### config.mk
export PLATFORM = sky130hd
export DESIGN_NAME = delivery_method_validator_core_flat
export DESIGN_NICKNAME = d
export VERILOG_FILES = /design/src/sv/dmv_pkg.sv /design/src/sv/dmv_in_if.sv /design/src/sv/dmv_out_if.sv /design/src/sv/delivery_method_validator_core.sv /design/src/flat_wrapper.sv
export SDC_FILE = /design/constraint.sdc
export NUM_CORES = 1
export LEC_CHECK = 0
export BUFFER_PORTS_ARGS = -buffer_cell sky130_fd_sc_hd__clkbuf_2
export CAP_MARGIN = 20
export CORE_MARGIN = 2
export CORE_UTILIZATION = 46
export DETAILED_ROUTE_END_ITERATION = 7
export GPL_TIMING_DRIVEN = 0
export SETUP_SLACK_MARGIN = 0.2
export SKIP_LAST_GASP = 1
export SYNTH_ARGS = -nofsm -noshare
export SYNTH_HDL_FRONTEND = slang
export SYNTH_SLANG_ARGS = --single-unit
### constraint.sdc
create_clock -name clk -period 3.95 [get_ports clk]
set_input_delay 0.79 -clock clk [delete_from_list [all_inputs] [get_ports clk]]
set_output_delay 0.79 -clock clk [all_outputs]
set_load 0.02 [all_outputs]
### src/sv/dmv_pkg.sv
// Shared types, keyword table and lookup functions for the delivery method validator.
// No dependencies; every other source file but dmv_out_if imports this package.
package dmv_pkg;

	// Longest keyword accepted before a word is ruled too long.
	localparam int MAX_WORD_LEN = 9;
	localparam int POS_W        = $clog2(MAX_WORD_LEN + 1);
	localparam int NUM_WORDS    = 10;
	localparam int KW_CHARS     = 9;
	localparam int KW_IDX_W     = $clog2(NUM_WORDS);
	localparam int CH_IDX_W     = $clog2(KW_CHARS);

	typedef logic [7:0]           char_t;
	typedef logic [NUM_WORDS-1:0] word_mask_t;
	typedef logic [POS_W-1:0]     pos_t;

	localparam word_mask_t ALL_WORDS = '1;
	localparam char_t CH_SPACE  = 8'h20;
	localparam char_t CH_DOLLAR = 8'h24;

	// Keyword text, right-justified: the first letter sits at index length-1.
	localparam logic [KW_CHARS-1:0][7:0] KW_TEXT [NUM_WORDS] = '{
		"any", "mhs", "ia5", "telex", "g3fax",
		"g4fax", "teletex", "physical", "videotex", "telephone"
	};
	localparam pos_t KW_LEN [NUM_WORDS] = '{
		POS_W'(3), POS_W'(3), POS_W'(3), POS_W'(5), POS_W'(5),
		POS_W'(5), POS_W'(7), POS_W'(8), POS_W'(8), POS_W'(9)
	};

	// True when keyword k has the given letter at position pos.
	function automatic logic kw_letter_match(logic [KW_IDX_W-1:0] k, pos_t pos, char_t c);
		pos_t idx;
		idx = KW_LEN[k] - POS_W'(1) - pos;
		if (pos < KW_LEN[k]) begin
			return KW_TEXT[k][idx[CH_IDX_W-1:0]] == c;
		end
		return 1'b0;
	endfunction

	// True when the letters read so far form a whole keyword still in the mask.
	function automatic logic word_complete(word_mask_t mask, pos_t pos);
		logic hit;
		hit = 1'b0;
		for (int k = 0; k < NUM_WORDS; k++) begin
			if (mask[k] && KW_LEN[k] == pos) begin
				hit = 1'b1;
			end
		end
		return hit;
	endfunction

endpackage

### src/sv/dmv_in_if.sv
// Input channel of the validator: one byte of the value and a last-byte flag.
// Depends on dmv_pkg for the byte type.
interface dmv_in_if;
	import dmv_pkg::*;

	logic  valid;
	logic  ready;
	char_t char_byte;
	logic  is_last;

	modport source (output valid, output char_byte, output is_last, input ready);
	modport sink   (input valid, input char_byte, input is_last, output ready);
endinterface

### src/sv/dmv_out_if.sv
// Result channel of the validator: one verdict per value.
// Standalone; no package types needed.
interface dmv_out_if;
	logic valid;
	logic ready;
	logic invalid;

	modport source (output valid, output invalid, input ready);
	modport sink   (input valid, input invalid, output ready);
endinterface

### src/sv/delivery_method_validator_core.sv
// Delivery method syntax validator: byte-serial check of a keyword list.
// Depends on dmv_pkg, dmv_in_if and dmv_out_if.
//
//   channel       role    payload              transfer
//   char_chan     sink    char_byte, is_last   one byte of the value
//   verdict_chan  source  invalid              one verdict, after the last byte
//
// One byte per cycle sustained while no verdict is stalled; the last byte of a value passes
// through the input register, then its verdict through the result register.
// Reset clears the word tracking state and empties both registers.
// A stalled verdict holds only a last byte in the input register; other bytes
// keep flowing into the word tracker while the verdict waits.
module delivery_method_validator_core (
	input  logic       clk,
	input  logic       arst_n,
	dmv_in_if.sink     char_chan,
	dmv_out_if.source  verdict_chan
);
	import dmv_pkg::*;

	typedef enum logic [1:0] {
		PH_START = 2'd0,
		PH_WORD  = 2'd1,
		PH_SEP   = 2'd2
	} phase_t;

	// Input register.
	logic  valid_s1;
	char_t char_s1;
	logic  last_s1;

	// Result register.
	logic valid_s2;
	logic invalid_s2;

	// Word tracking state.
	word_mask_t mask_q, mask_n;
	pos_t       pos_q, pos_n;
	phase_t     phase_q, phase_n;
	logic       dollar_q, dollar_n;
	logic       fault_q, fault_n;

	logic       adv_s1;
	logic       out_free;
	logic       verdict;
	word_mask_t base_mask, keep;
	pos_t       base_pos;
	logic       too_long;
	logic       got_space, got_dollar;

	// The input register drains unless it holds a last byte and the result slot is full and stalled.
	assign out_free = !valid_s2 || verdict_chan.ready;
	assign adv_s1   = valid_s1 && (!last_s1 || out_free);
	assign char_chan.ready = !valid_s1 || adv_s1;

	assign verdict_chan.valid   = valid_s2;
	assign verdict_chan.invalid = invalid_s2;

	assign got_space  = char_s1 == CH_SPACE;
	assign got_dollar = char_s1 == CH_DOLLAR;

	// Letter narrowing: continue the current word, or start a fresh one.
	assign base_mask = (phase_q == PH_WORD) ? mask_q : ALL_WORDS;
	assign base_pos  = (phase_q == PH_WORD) ? pos_q : '0;
	assign too_long  = base_pos >= POS_W'(MAX_WORD_LEN);

	always_comb begin
		for (int k = 0; k < NUM_WORDS; k++) begin
			keep[k] = base_mask[k] && kw_letter_match(KW_IDX_W'(k), base_pos, char_s1);
		end
	end

	// Next state for the byte in the input register.
	always_comb begin
		mask_n   = mask_q;
		pos_n    = pos_q;
		phase_n  = phase_q;
		dollar_n = dollar_q;
		fault_n  = fault_q;
		if (!fault_q) begin
			unique case (phase_q)
				PH_START: begin
					if (got_space || got_dollar) begin
						fault_n = 1'b1;
					end else begin
						phase_n  = PH_WORD;
						dollar_n = 1'b0;
						mask_n   = keep;
						pos_n    = base_pos + POS_W'(1);
						fault_n  = keep == '0;
					end
				end
				PH_WORD: begin
					if (got_space || got_dollar) begin
						fault_n  = !word_complete(mask_q, pos_q);
						phase_n  = PH_SEP;
						dollar_n = got_dollar;
					end else if (too_long) begin
						fault_n = 1'b1;
					end else begin
						mask_n  = keep;
						pos_n   = base_pos + POS_W'(1);
						fault_n = keep == '0;
					end
				end
				PH_SEP: begin
					if (got_space) begin
						fault_n = 1'b0;
					end else if (got_dollar) begin
						fault_n  = dollar_q;
						dollar_n = 1'b1;
					end else if (!dollar_q) begin
						fault_n = 1'b1;
					end else begin
						phase_n  = PH_WORD;
						dollar_n = 1'b0;
						mask_n   = keep;
						pos_n    = base_pos + POS_W'(1);
						fault_n  = keep == '0;
					end
				end
				default: begin
					fault_n = 1'b1;
				end
			endcase
		end
	end

	assign verdict = !(!fault_n && phase_n == PH_WORD && word_complete(mask_n, pos_n));

	// Control state, tracking state and the valid bits of both registers.
	always_ff @(posedge clk or negedge arst_n) begin
		if (!arst_n) begin
			valid_s1 <= 1'b0;
			valid_s2 <= 1'b0;
			mask_q   <= ALL_WORDS;
			pos_q    <= '0;
			phase_q  <= PH_START;
			dollar_q <= 1'b0;
			fault_q  <= 1'b0;
		end else begin
			if (char_chan.ready) begin
				valid_s1 <= char_chan.valid;
			end
			if (adv_s1 && last_s1) begin
				valid_s2 <= 1'b1;
			end else if (verdict_chan.ready) begin
				valid_s2 <= 1'b0;
			end
			if (adv_s1) begin
				if (last_s1) begin
					mask_q   <= ALL_WORDS;
					pos_q    <= '0;
					phase_q  <= PH_START;
					dollar_q <= 1'b0;
					fault_q  <= 1'b0;
				end else begin
					mask_q   <= mask_n;
					pos_q    <= pos_n;
					phase_q  <= phase_n;
					dollar_q <= dollar_n;
					fault_q  <= fault_n;
				end
			end
		end
	end

	// Payload registers.
	always_ff @(posedge clk) begin
		if (char_chan.ready && char_chan.valid) begin
			char_s1 <= char_chan.char_byte;
			last_s1 <= char_chan.is_last;
		end
		if (adv_s1 && last_s1) begin
			invalid_s2 <= verdict;
		end
	end

endmodule

### src/flat_wrapper.sv
// flat-port wrapper written by rule: the top's interface ports become plain ports
module delivery_method_validator_core_flat import dmv_pkg::*;
  (clk, arst_n, char_chan_valid, char_chan_char_byte, char_chan_is_last, char_chan_ready, verdict_chan_valid, verdict_chan_invalid, verdict_chan_ready);
  dmv_in_if char_chan_i ();
  dmv_out_if verdict_chan_i ();
  input  logic clk;
  input  logic arst_n;
  input wire logic [$bits(char_chan_i.valid)-1:0] char_chan_valid;
  input wire logic [$bits(char_chan_i.char_byte)-1:0] char_chan_char_byte;
  input wire logic [$bits(char_chan_i.is_last)-1:0] char_chan_is_last;
  output wire logic [$bits(char_chan_i.ready)-1:0] char_chan_ready;
  output wire logic [$bits(verdict_chan_i.valid)-1:0] verdict_chan_valid;
  output wire logic [$bits(verdict_chan_i.invalid)-1:0] verdict_chan_invalid;
  input wire logic [$bits(verdict_chan_i.ready)-1:0] verdict_chan_ready;
  assign char_chan_i.valid = char_chan_valid;
  assign char_chan_i.char_byte = char_chan_char_byte;
  assign char_chan_i.is_last = char_chan_is_last;
  assign char_chan_ready = char_chan_i.ready;
  assign verdict_chan_valid = verdict_chan_i.valid;
  assign verdict_chan_invalid = verdict_chan_i.invalid;
  assign verdict_chan_i.ready = verdict_chan_ready;
  delivery_method_validator_core u_core (.clk(clk), .arst_n(arst_n), .char_chan(char_chan_i), .verdict_chan(verdict_chan_i));
endmodule
=== Word-level counts from Yosys, hierarchy flattened ===
Memories as Yosys holds them, arrays and structs flattened.
Cells that the tools add are included.

* Multiplexer cells: 104
* $add $sub $neg: 6
* Reductions and logical operators: 50
* Equal/unequal tests: 29
* $lt $le $gt $ge: 11

{| class="wikitable"
|+ Operators with widths
! operator !! count
|-
| two-way mux 10 bit || 9
|-
| == test 8 bit || 10
|-
| two-way mux 8 bit || 10
|-
| two-way mux 1 bit || 64
|-
| two-way mux 4 bit || 9
|-
| logical AND 1 bit || 35
|-
| case mux 10 bit (3 select lines) || 1
|-
| < comparator 4 x 5 -> 1 bit, second input constant || 5
|-
| == test 3 x 4 -> 1 bit, first input constant || 4
|-
| == test 4 bit, first input constant || 4
|-
| == test 8 x 6 -> 1 bit, second input constant || 2
|-
| two-way mux 2 bit || 7
|-
| case mux 4 bit (3 select lines) || 1
|-
| subtractor 3 x 4 -> 4 bit, first input constant || 3
|-
| logical NOT 10 bit || 1
|-
| inequality test 3 x 2 -> 1 bit, second input constant || 3
|-
| == test 2 x 4 -> 1 bit, first input constant || 2
|-
| < comparator 4 x 3 -> 1 bit, second input constant || 2
|-
| < comparator 4 bit, second input constant || 2
|-
| logical NOT 1 bit || 6
|-
| case mux 1 bit (3 select lines) || 2
|-
| case mux 2 bit (3 select lines) || 1
|-
| AND reduction 6 bit || 1
|-
| adder 4 x 1 -> 4 bit, second input constant || 1
|-
| 11 further kinds || 15
|}

* Memories: 10
* Bits in registers: 30
* Bits in read-only memories: 1280
* Output and inout bits: 3
* Word-level logic and storage cells: 220

{| class="wikitable"
|+ Memories
! memory !! words !! bits a word !! read ports !! clocked after memory_dff !! wr ports !! line !! text
|-
| (name not given) || 16 || 8 || 1 || 0 || 0 || dmv_pkg.sv:36 || <nowiki>return KW_TEXT[k][idx[CH_IDX_W-1:0]] == c;</nowiki>
|-
| (name not given) || 16 || 8 || 1 || 0 || 0 || dmv_pkg.sv:36 ||
|-
| (name not given) || 16 || 8 || 1 || 0 || 0 || dmv_pkg.sv:36 ||
|-
| (name not given) || 16 || 8 || 1 || 0 || 0 || dmv_pkg.sv:36 ||
|-
| (name not given) || 16 || 8 || 1 || 0 || 0 || dmv_pkg.sv:36 ||
|-
| (name not given) || 16 || 8 || 1 || 0 || 0 || dmv_pkg.sv:36 ||
|-
| 4 more memories || n/a || n/a || n/a || n/a || n/a || n/a ||
|}

=== Depth between registers and ports, before layout ===
* Depth in word-level cells: 27
* Gate-level depth with buffers: 18
* Gate-level depth less buffers: 14

=== Worst setup path before layout ===
No wires, ideal clock.

* Path kind: flip-flop to flip-flop
* From: reg u_core.phase_q[1]
* To: reg u_core.invalid_s2, in the netlist u_core.verdict_chan.invalid (data pin)
* Cell stages (with the launch flop): 18
* Setup time: 0.271 ns
* Arrival: 3.638 ns
* Required time: 3.679 ns
* Period minus slack after synthesis: 3.909 ns
* Path slack: 0.041 ns
* Path buffers: 4
* Cells stage by stage: dfrtp_1 > inv_1 > ha_1 > buf_2 > clkbuf_1 > nand2_1 > ha_1 > buf_2 > inv_1 > ha_1 > clkbuf_1 > inv_1 > a2111oi_0 > o211ai_2 > nor4_1 > o22a_1 > o31a_1 > o311ai_1

* Longest elaborated chain between the ends: 27

{| class="wikitable"
|+ Ends and longest elaborated chain
! element !! line !! text
|-
| start, declared || delivery_method_validator_core.sv:39 || <nowiki>phase_t phase_q, phase_n;</nowiki>
|-
| start signal, assigned || delivery_method_validator_core.sv:160 || <nowiki>phase_q <= phase_n;</nowiki>
|-
| == test 2 x 1 -> 1 bit || delivery_method_validator_core.sv:63, delivery_method_validator_core.sv:64, delivery_method_validator_core.sv:81 ||
|-
| two-way mux 4 bit || delivery_method_validator_core.sv:64 || <nowiki>assign base_pos = (phase_q == PH_WORD) ? pos_q : '0;</nowiki>
|-
| subtractor 2 x 4 -> 4 bit || dmv_pkg.sv:34 || <nowiki>idx = KW_LEN[k] - POS_W'(1) - pos;</nowiki>
|-
| memory (16 x 8 bit) || n/a ||
|-
| two-way mux 8 bit (not written as such) || dmv_pkg.sv:36 ||
|-
| == test 8 bit || dmv_pkg.sv:36 ||
|-
| two-way mux 1 bit || dmv_pkg.sv:35 || <nowiki>if (pos < KW_LEN[k]) begin</nowiki>
|-
| two-way mux 1 bit || dmv_pkg.sv:38 || <nowiki>return 1'b0;</nowiki>
|-
| [... 3 more ...] || n/a ||
|-
| two-way mux 10 bit || delivery_method_validator_core.sv:107 || <nowiki>if (got_space) begin</nowiki>
|-
| case mux 10 bit (3 select lines) || delivery_method_validator_core.sv:81 || <nowiki>unique case (phase_q)</nowiki>
|-
| two-way mux 10 bit || delivery_method_validator_core.sv:80 || <nowiki>if (!fault_q) begin</nowiki>
|-
| logical AND 1 bit || dmv_pkg.sv:46 || <nowiki>if (mask[k] && KW_LEN[k] == pos) begin</nowiki>
|-
| two-way mux 1 bit (10 in series) || dmv_pkg.sv:46 ||
|-
| logical AND 1 bit * || delivery_method_validator_core.sv:129 || <nowiki>assign verdict = !(!fault_n && phase_n == PH_WORD && word_complete(mask_n, pos_n));</nowiki>
|-
| logical NOT 1 bit * || delivery_method_validator_core.sv:129 ||
|-
| named net u_core.verdict || delivery_method_validator_core.sv:45 || <nowiki>logic verdict;</nowiki>
|-
| end signal, assigned || delivery_method_validator_core.sv:175 || <nowiki>invalid_s2 <= verdict;</nowiki>
|-
| end, declared || delivery_method_validator_core.sv:34 || <nowiki>logic invalid_s2;</nowiki>
|}

The timed path passes the listed nets; every way through them passes the cells marked *. The select of a mux whose other input is x is not followed.
A chain may end at the register's enable or synchronous reset.

=== Worst setup path in the final report ===
* From: reg u_core.phase_q[0]
* To: reg u_core.invalid_s2, in the netlist u_core.verdict_chan.invalid (data pin)

The elaborated chain is that of the path after synthesis.

==> results <==
- The flow ran to the end, and the final reports show no timing, DRC or antenna violations.
- The worst setup path is launched from a flip-flop.
- Global routing used between 30 and 40% of the available tracks.
- The flop and latch count out of synthesis is 30.
- The data arrival time of the worst path is 3750 ps.
- The leakage power total is about 1.8 nW.
- The number of endpoints failing setup at the final stage is 0.
- At the later pin of the worst-skew pair, clock insertion delay measures ~290 ps.
- Derived from the worst setup path, the maximum achievable clock frequency is 268 MHz.
- Clock skew on the completed layout was measured at about 9.4 ps.
- The detailed router finished its first iteration with about 480 violations.
- The number of enable flip-flop cells after synthesis is 10.
- The internal portion of the total power is 0.809 mW.
- By area the synthesized netlist is led by edfxtp_1, dfstp_2, dfrtp_1.
- The path category of the worst min-delay check is in -> async.
- The final hold violation count came to 0.
- The number of buffers added on ports is 15.
- The final clock period utilization by the worst path is between 90% and 100%.
- The predominant post-synthesis flop cell is edfxtp_1.
- For this design, the CTS-stage hold fixing added 0 buffers.
- Headroom to the max-slew limit came out at roughly 49%.
- Entering global routing, the biggest net connects 21 pins.
- Across the whole layout, storage elements account for between 800 and 900 µm².
- Once placement finished, the instance area stood at 4220 µm².
- The clock network accounts for 16.2% of the total power.
- The routed wire length is 15900 µm.
- The number of different library cells in the post-synthesis netlist is 86.
- The number of nets produced by synthesis is about 540.
- The die is about 100 µm tall.
- The critical path endpoint category is a flip-flop.
- Counting the fill cells in the layout gives 812.
- The worst setup path is of the reg -> reg kind.
- The average via count per standard cell is between 7 and 8.
- The xor-xnor portion of the synthesized cell area is 3.94%.
- The combined area of all synthesized cells is 4010 µm².
- The share of cells above drive strength 1 is ~28%.
- The worst path needs between 3000 and 4000 ps of the cycle, external delays included.
- The share of synthesized area in the top cell type comes to 7.50%.
- Of all flip-flops after synthesis, the portion carrying an async set or reset was 66.7%.
- The number of clock sinks is 30.
- The overall via count from detail_route is roughly 4600.
- The most frequent cell after synthesis is o21ai_0.
- At the end of routability-driven placement, the weighted congestion stood at 1.02.
- The number of max-cap violations is 0.
- Per report_power, the sequential group accounts for ~28% of the total.
- The routed wirelength normalized by instance count is 24.0 µm.
- For this design the total switching power over the nets is ~0.73 mW.
- The worst-case IR drop observed on VDD is about 240 µV.
- Ranked by instance count, the synthesized netlist is headed by o21ai_0, nor2_1, nand2_1.
- The final design instance area without fill is just under 5000 µm².
- Sequential elements use 20.3% of the synthesized area.
- Summing the areas of all compound-gate instances in the mapped netlist gives about a third of the synthesized area.
- The floorplan has 34 rows.
- The number of H-tree branching levels is 2.
- Setup repair after global routing left no endpoint under its margin.
- The number of pins with negative max-slew slack in the final report is 0.
- The number of warning messages in the yosys log is 0.
- TritonCTS built the clock tree.
- The total area of multi-input combinational cells is 3220 µm².
- The die is 97.3 µm wide.
- In this run the power density over the cells is 316 nW/µm².
- Net switching is around 47% of the power.
- The total iterations of the first detailed-routing run is 5.
- Compared with the post-synthesis result, the final layout area differs by 21.3%.
- The number of buffers created by CTS is 5.
- In the routed design, unresolved DRC markers number 0.
- The initial core utilization is about 47%.
- The first global-routing pass estimated roughly 25000 µm of wire.
- For this run, the post-layout net count is ~580.
- The number of placed I/O pins is 16.
- The post-synthesis instance total is about 500.
- The number of global-route vias before repair came to between 4000 and 5000.
- The maximum fanout along the worst path is 10.
- The initial antenna violation count came to 0.
- In this run the mean area of a mapped cell was a little under 8 µm².
- The floorplan die area is 9470 µm².
- The synthesized netlist devotes 4.69% of its cell area to adder and majority cells.
- The data required time at the worst endpoint is just under 4000 ps.
- Of all cell types, the one taking the most synthesized area is edfxtp_1.
- In this run the remaining antenna-violating nets after routing total 0.
- The core area is between 8000 and 9000 µm².
- The root buffer cell chosen for the clock tree is clkbuf_8.
- The global-route congestion overflow total is 0.
- The post-route worst hold slack is roughly 460 ps.
- The worst-case clock buffer depth is 2.
- The number of antenna diodes in the final layout is 0.
- The multiplexer area fraction after synthesis is 3.59%.
- At the pin with the least slew margin, the transition time is approximately 750 ps.
- The largest family of logic cells by synthesized area is compound AO/OA/AOI/OAI gates.
- After clock tree synthesis, the clock-pin slew on the worst setup and hold paths is roughly 70 ps.
- The placed wire-length estimate is 11200 µm.
- The combinational group share of total power is a little under three fifths.
- The synthesized-area fraction occupied by and/or/nand/nor cells is between 20% and 30%.
==> placed cells by master, fill, tap and decap left out, types with 5 or more instances in the layout <==
master	instances
nor4_1	5
o21ai_0	40
a211oi_1	7
nand4_1	7
a31oi_1	7
and2_1	5
clkbuf_1	11
nor3b_1	5
edfxtp_1	10
o21a_1	6
clkbuf_2	16
xor2_1	6
nor3_1	22
inv_2	9
or3_1	6
buf_2	14
o22ai_1	8
nor2b_1	11
nor2_1	31
nand2_1	30
buf_4	28
and3_1	6
nand3_1	12
clkbuf_8	6
dfstp_2	10
or2_2	6
inv_1	14
xnor2_1	10
ha_1	10
nand2b_1	6
o22a_1	5
dfrtp_1	10
a21oi_1	21
mux2i_1	9
a211o_1	6
==> cells by family (layout without fill, tap and decap cells) <==
logic type                 after synthesis  in the layout
xor gates and xnor gates                18             18
DFF                                     30             30
AOI/OAI and AO/OA                      183            183
adders and majority gates               15             15
and+or+nand+nor                        185            185
muxes                                   13             13
buffers and inverters                   70            111
==> worst paths after layout <==
path	cells past startpoint	slack, ps	endpoint	startpoint
setup / recovery	16	230	u_core.verdict_chan.invalid$_DFFE_PP_	u_core.phase_q[0]$_DFFE_PN0P_
setup reg to reg	16	230	u_core.verdict_chan.invalid$_DFFE_PP_	u_core.phase_q[0]$_DFFE_PN0P_
min in group clk	2	510	u_core.mask_q[7]$_DFFE_PN1P_	u_core.mask_q[7]$_DFFE_PN1P_
hold reg to reg	2	510	u_core.mask_q[7]$_DFFE_PN1P_	u_core.mask_q[7]$_DFFE_PN1P_
max in group asynchronous	1	3100	u_core.mask_q[0]$_DFFE_PN1P_	arst_n
hold / removal	1	460	u_core.dollar_q$_DFFE_PN0P_	arst_n
==> repair_timing <==
action,in CTS,in global routing
resized for setup,44,42
setup endpoints to repair,11,2
cloned,0,0
buffers inserted,9,9
pin swaps,16,27
==> critical path: stages (launching register included) <==
cell      delay, ps
dfrtp_1         410
ha_2            220
buf_6           150
buf_12          150
nand2_4          90
inv_2            70
ha_4            180
ha_1            320
buf_4           190
a21oi_1         150
a21oi_2         100
mux2i_1         140
a2111o_1        540
a21oi_2         180
a21oi_1          90
a311oi_2        330
o311ai_2        140
==> flip-flops by register name (all words and copies together), names as in the netlist <==
name / count
u_core.verdict_chan.valid: 1
u_core.verdict_chan.invalid: 1
u_core.pos_q: 4
u_core.valid_s1: 1
u_core.char_s1: 8
u_core.phase_q: 2
u_core.dollar_q: 1
u_core.last_s1: 1
u_core.mask_q: 10
u_core.fault_q: 1
==> routing by layer <==
metal / routed length (µm) / global-route usage, % / part of all wire [%] / vias to the layer above
met2: 7140 / 52.2 / 45 / 334
met5: 0 / 0 / 0 / -
met3: 1710 / 5.40 / 11 / 85
met4: 943 / 18.5 / 5.9 / 0
li1: - / - / - / 2047
met1: 6120 / 43.3 / 38 / 2182
==> layout make-up <==
type,count,area share (%)
plain buffers,46,6.26
multi-input cells,414,66.2
clock buffers,5,1.42
inverters,24,1.93
flip-flops and latches,30,16.7
repair buffers,33,4.33
well taps,108,2.78
clock inverters,3,0.335
==> power by group through the flow <==
stage          registers, mW  logic, mW  clock network, mW
6_report               0.426      0.860              0.249
5_1_grt                0.430      0.907              0.266
4_1_cts                0.421      0.757              0.254
3_5_place_dp           0.427      0.680                  0
3_3_place_gp           0.426      0.680                  0
2_1_floorplan          0.413      0.487                  0
==> stage by stage <==
step | setup slack, ps | util [%] | instances | TNS [ps] | total power, mW
floorplan | 205 | - | 514 | 0 | 0.900
detailed placement | -892 | 49.1 | 637 | -2720 | 1.11
CTS | 217 | 53.5 | 654 | 0 | 1.43
global placement | -786 | 49.1 | 637 | -2190 | 1.11
finish | 226 | 56.5 | 663 | 0 | 1.53
global route | 132 | 56.5 | 663 | 0 | 1.60
Note: power is estimated with default switching activity, not from simulation.
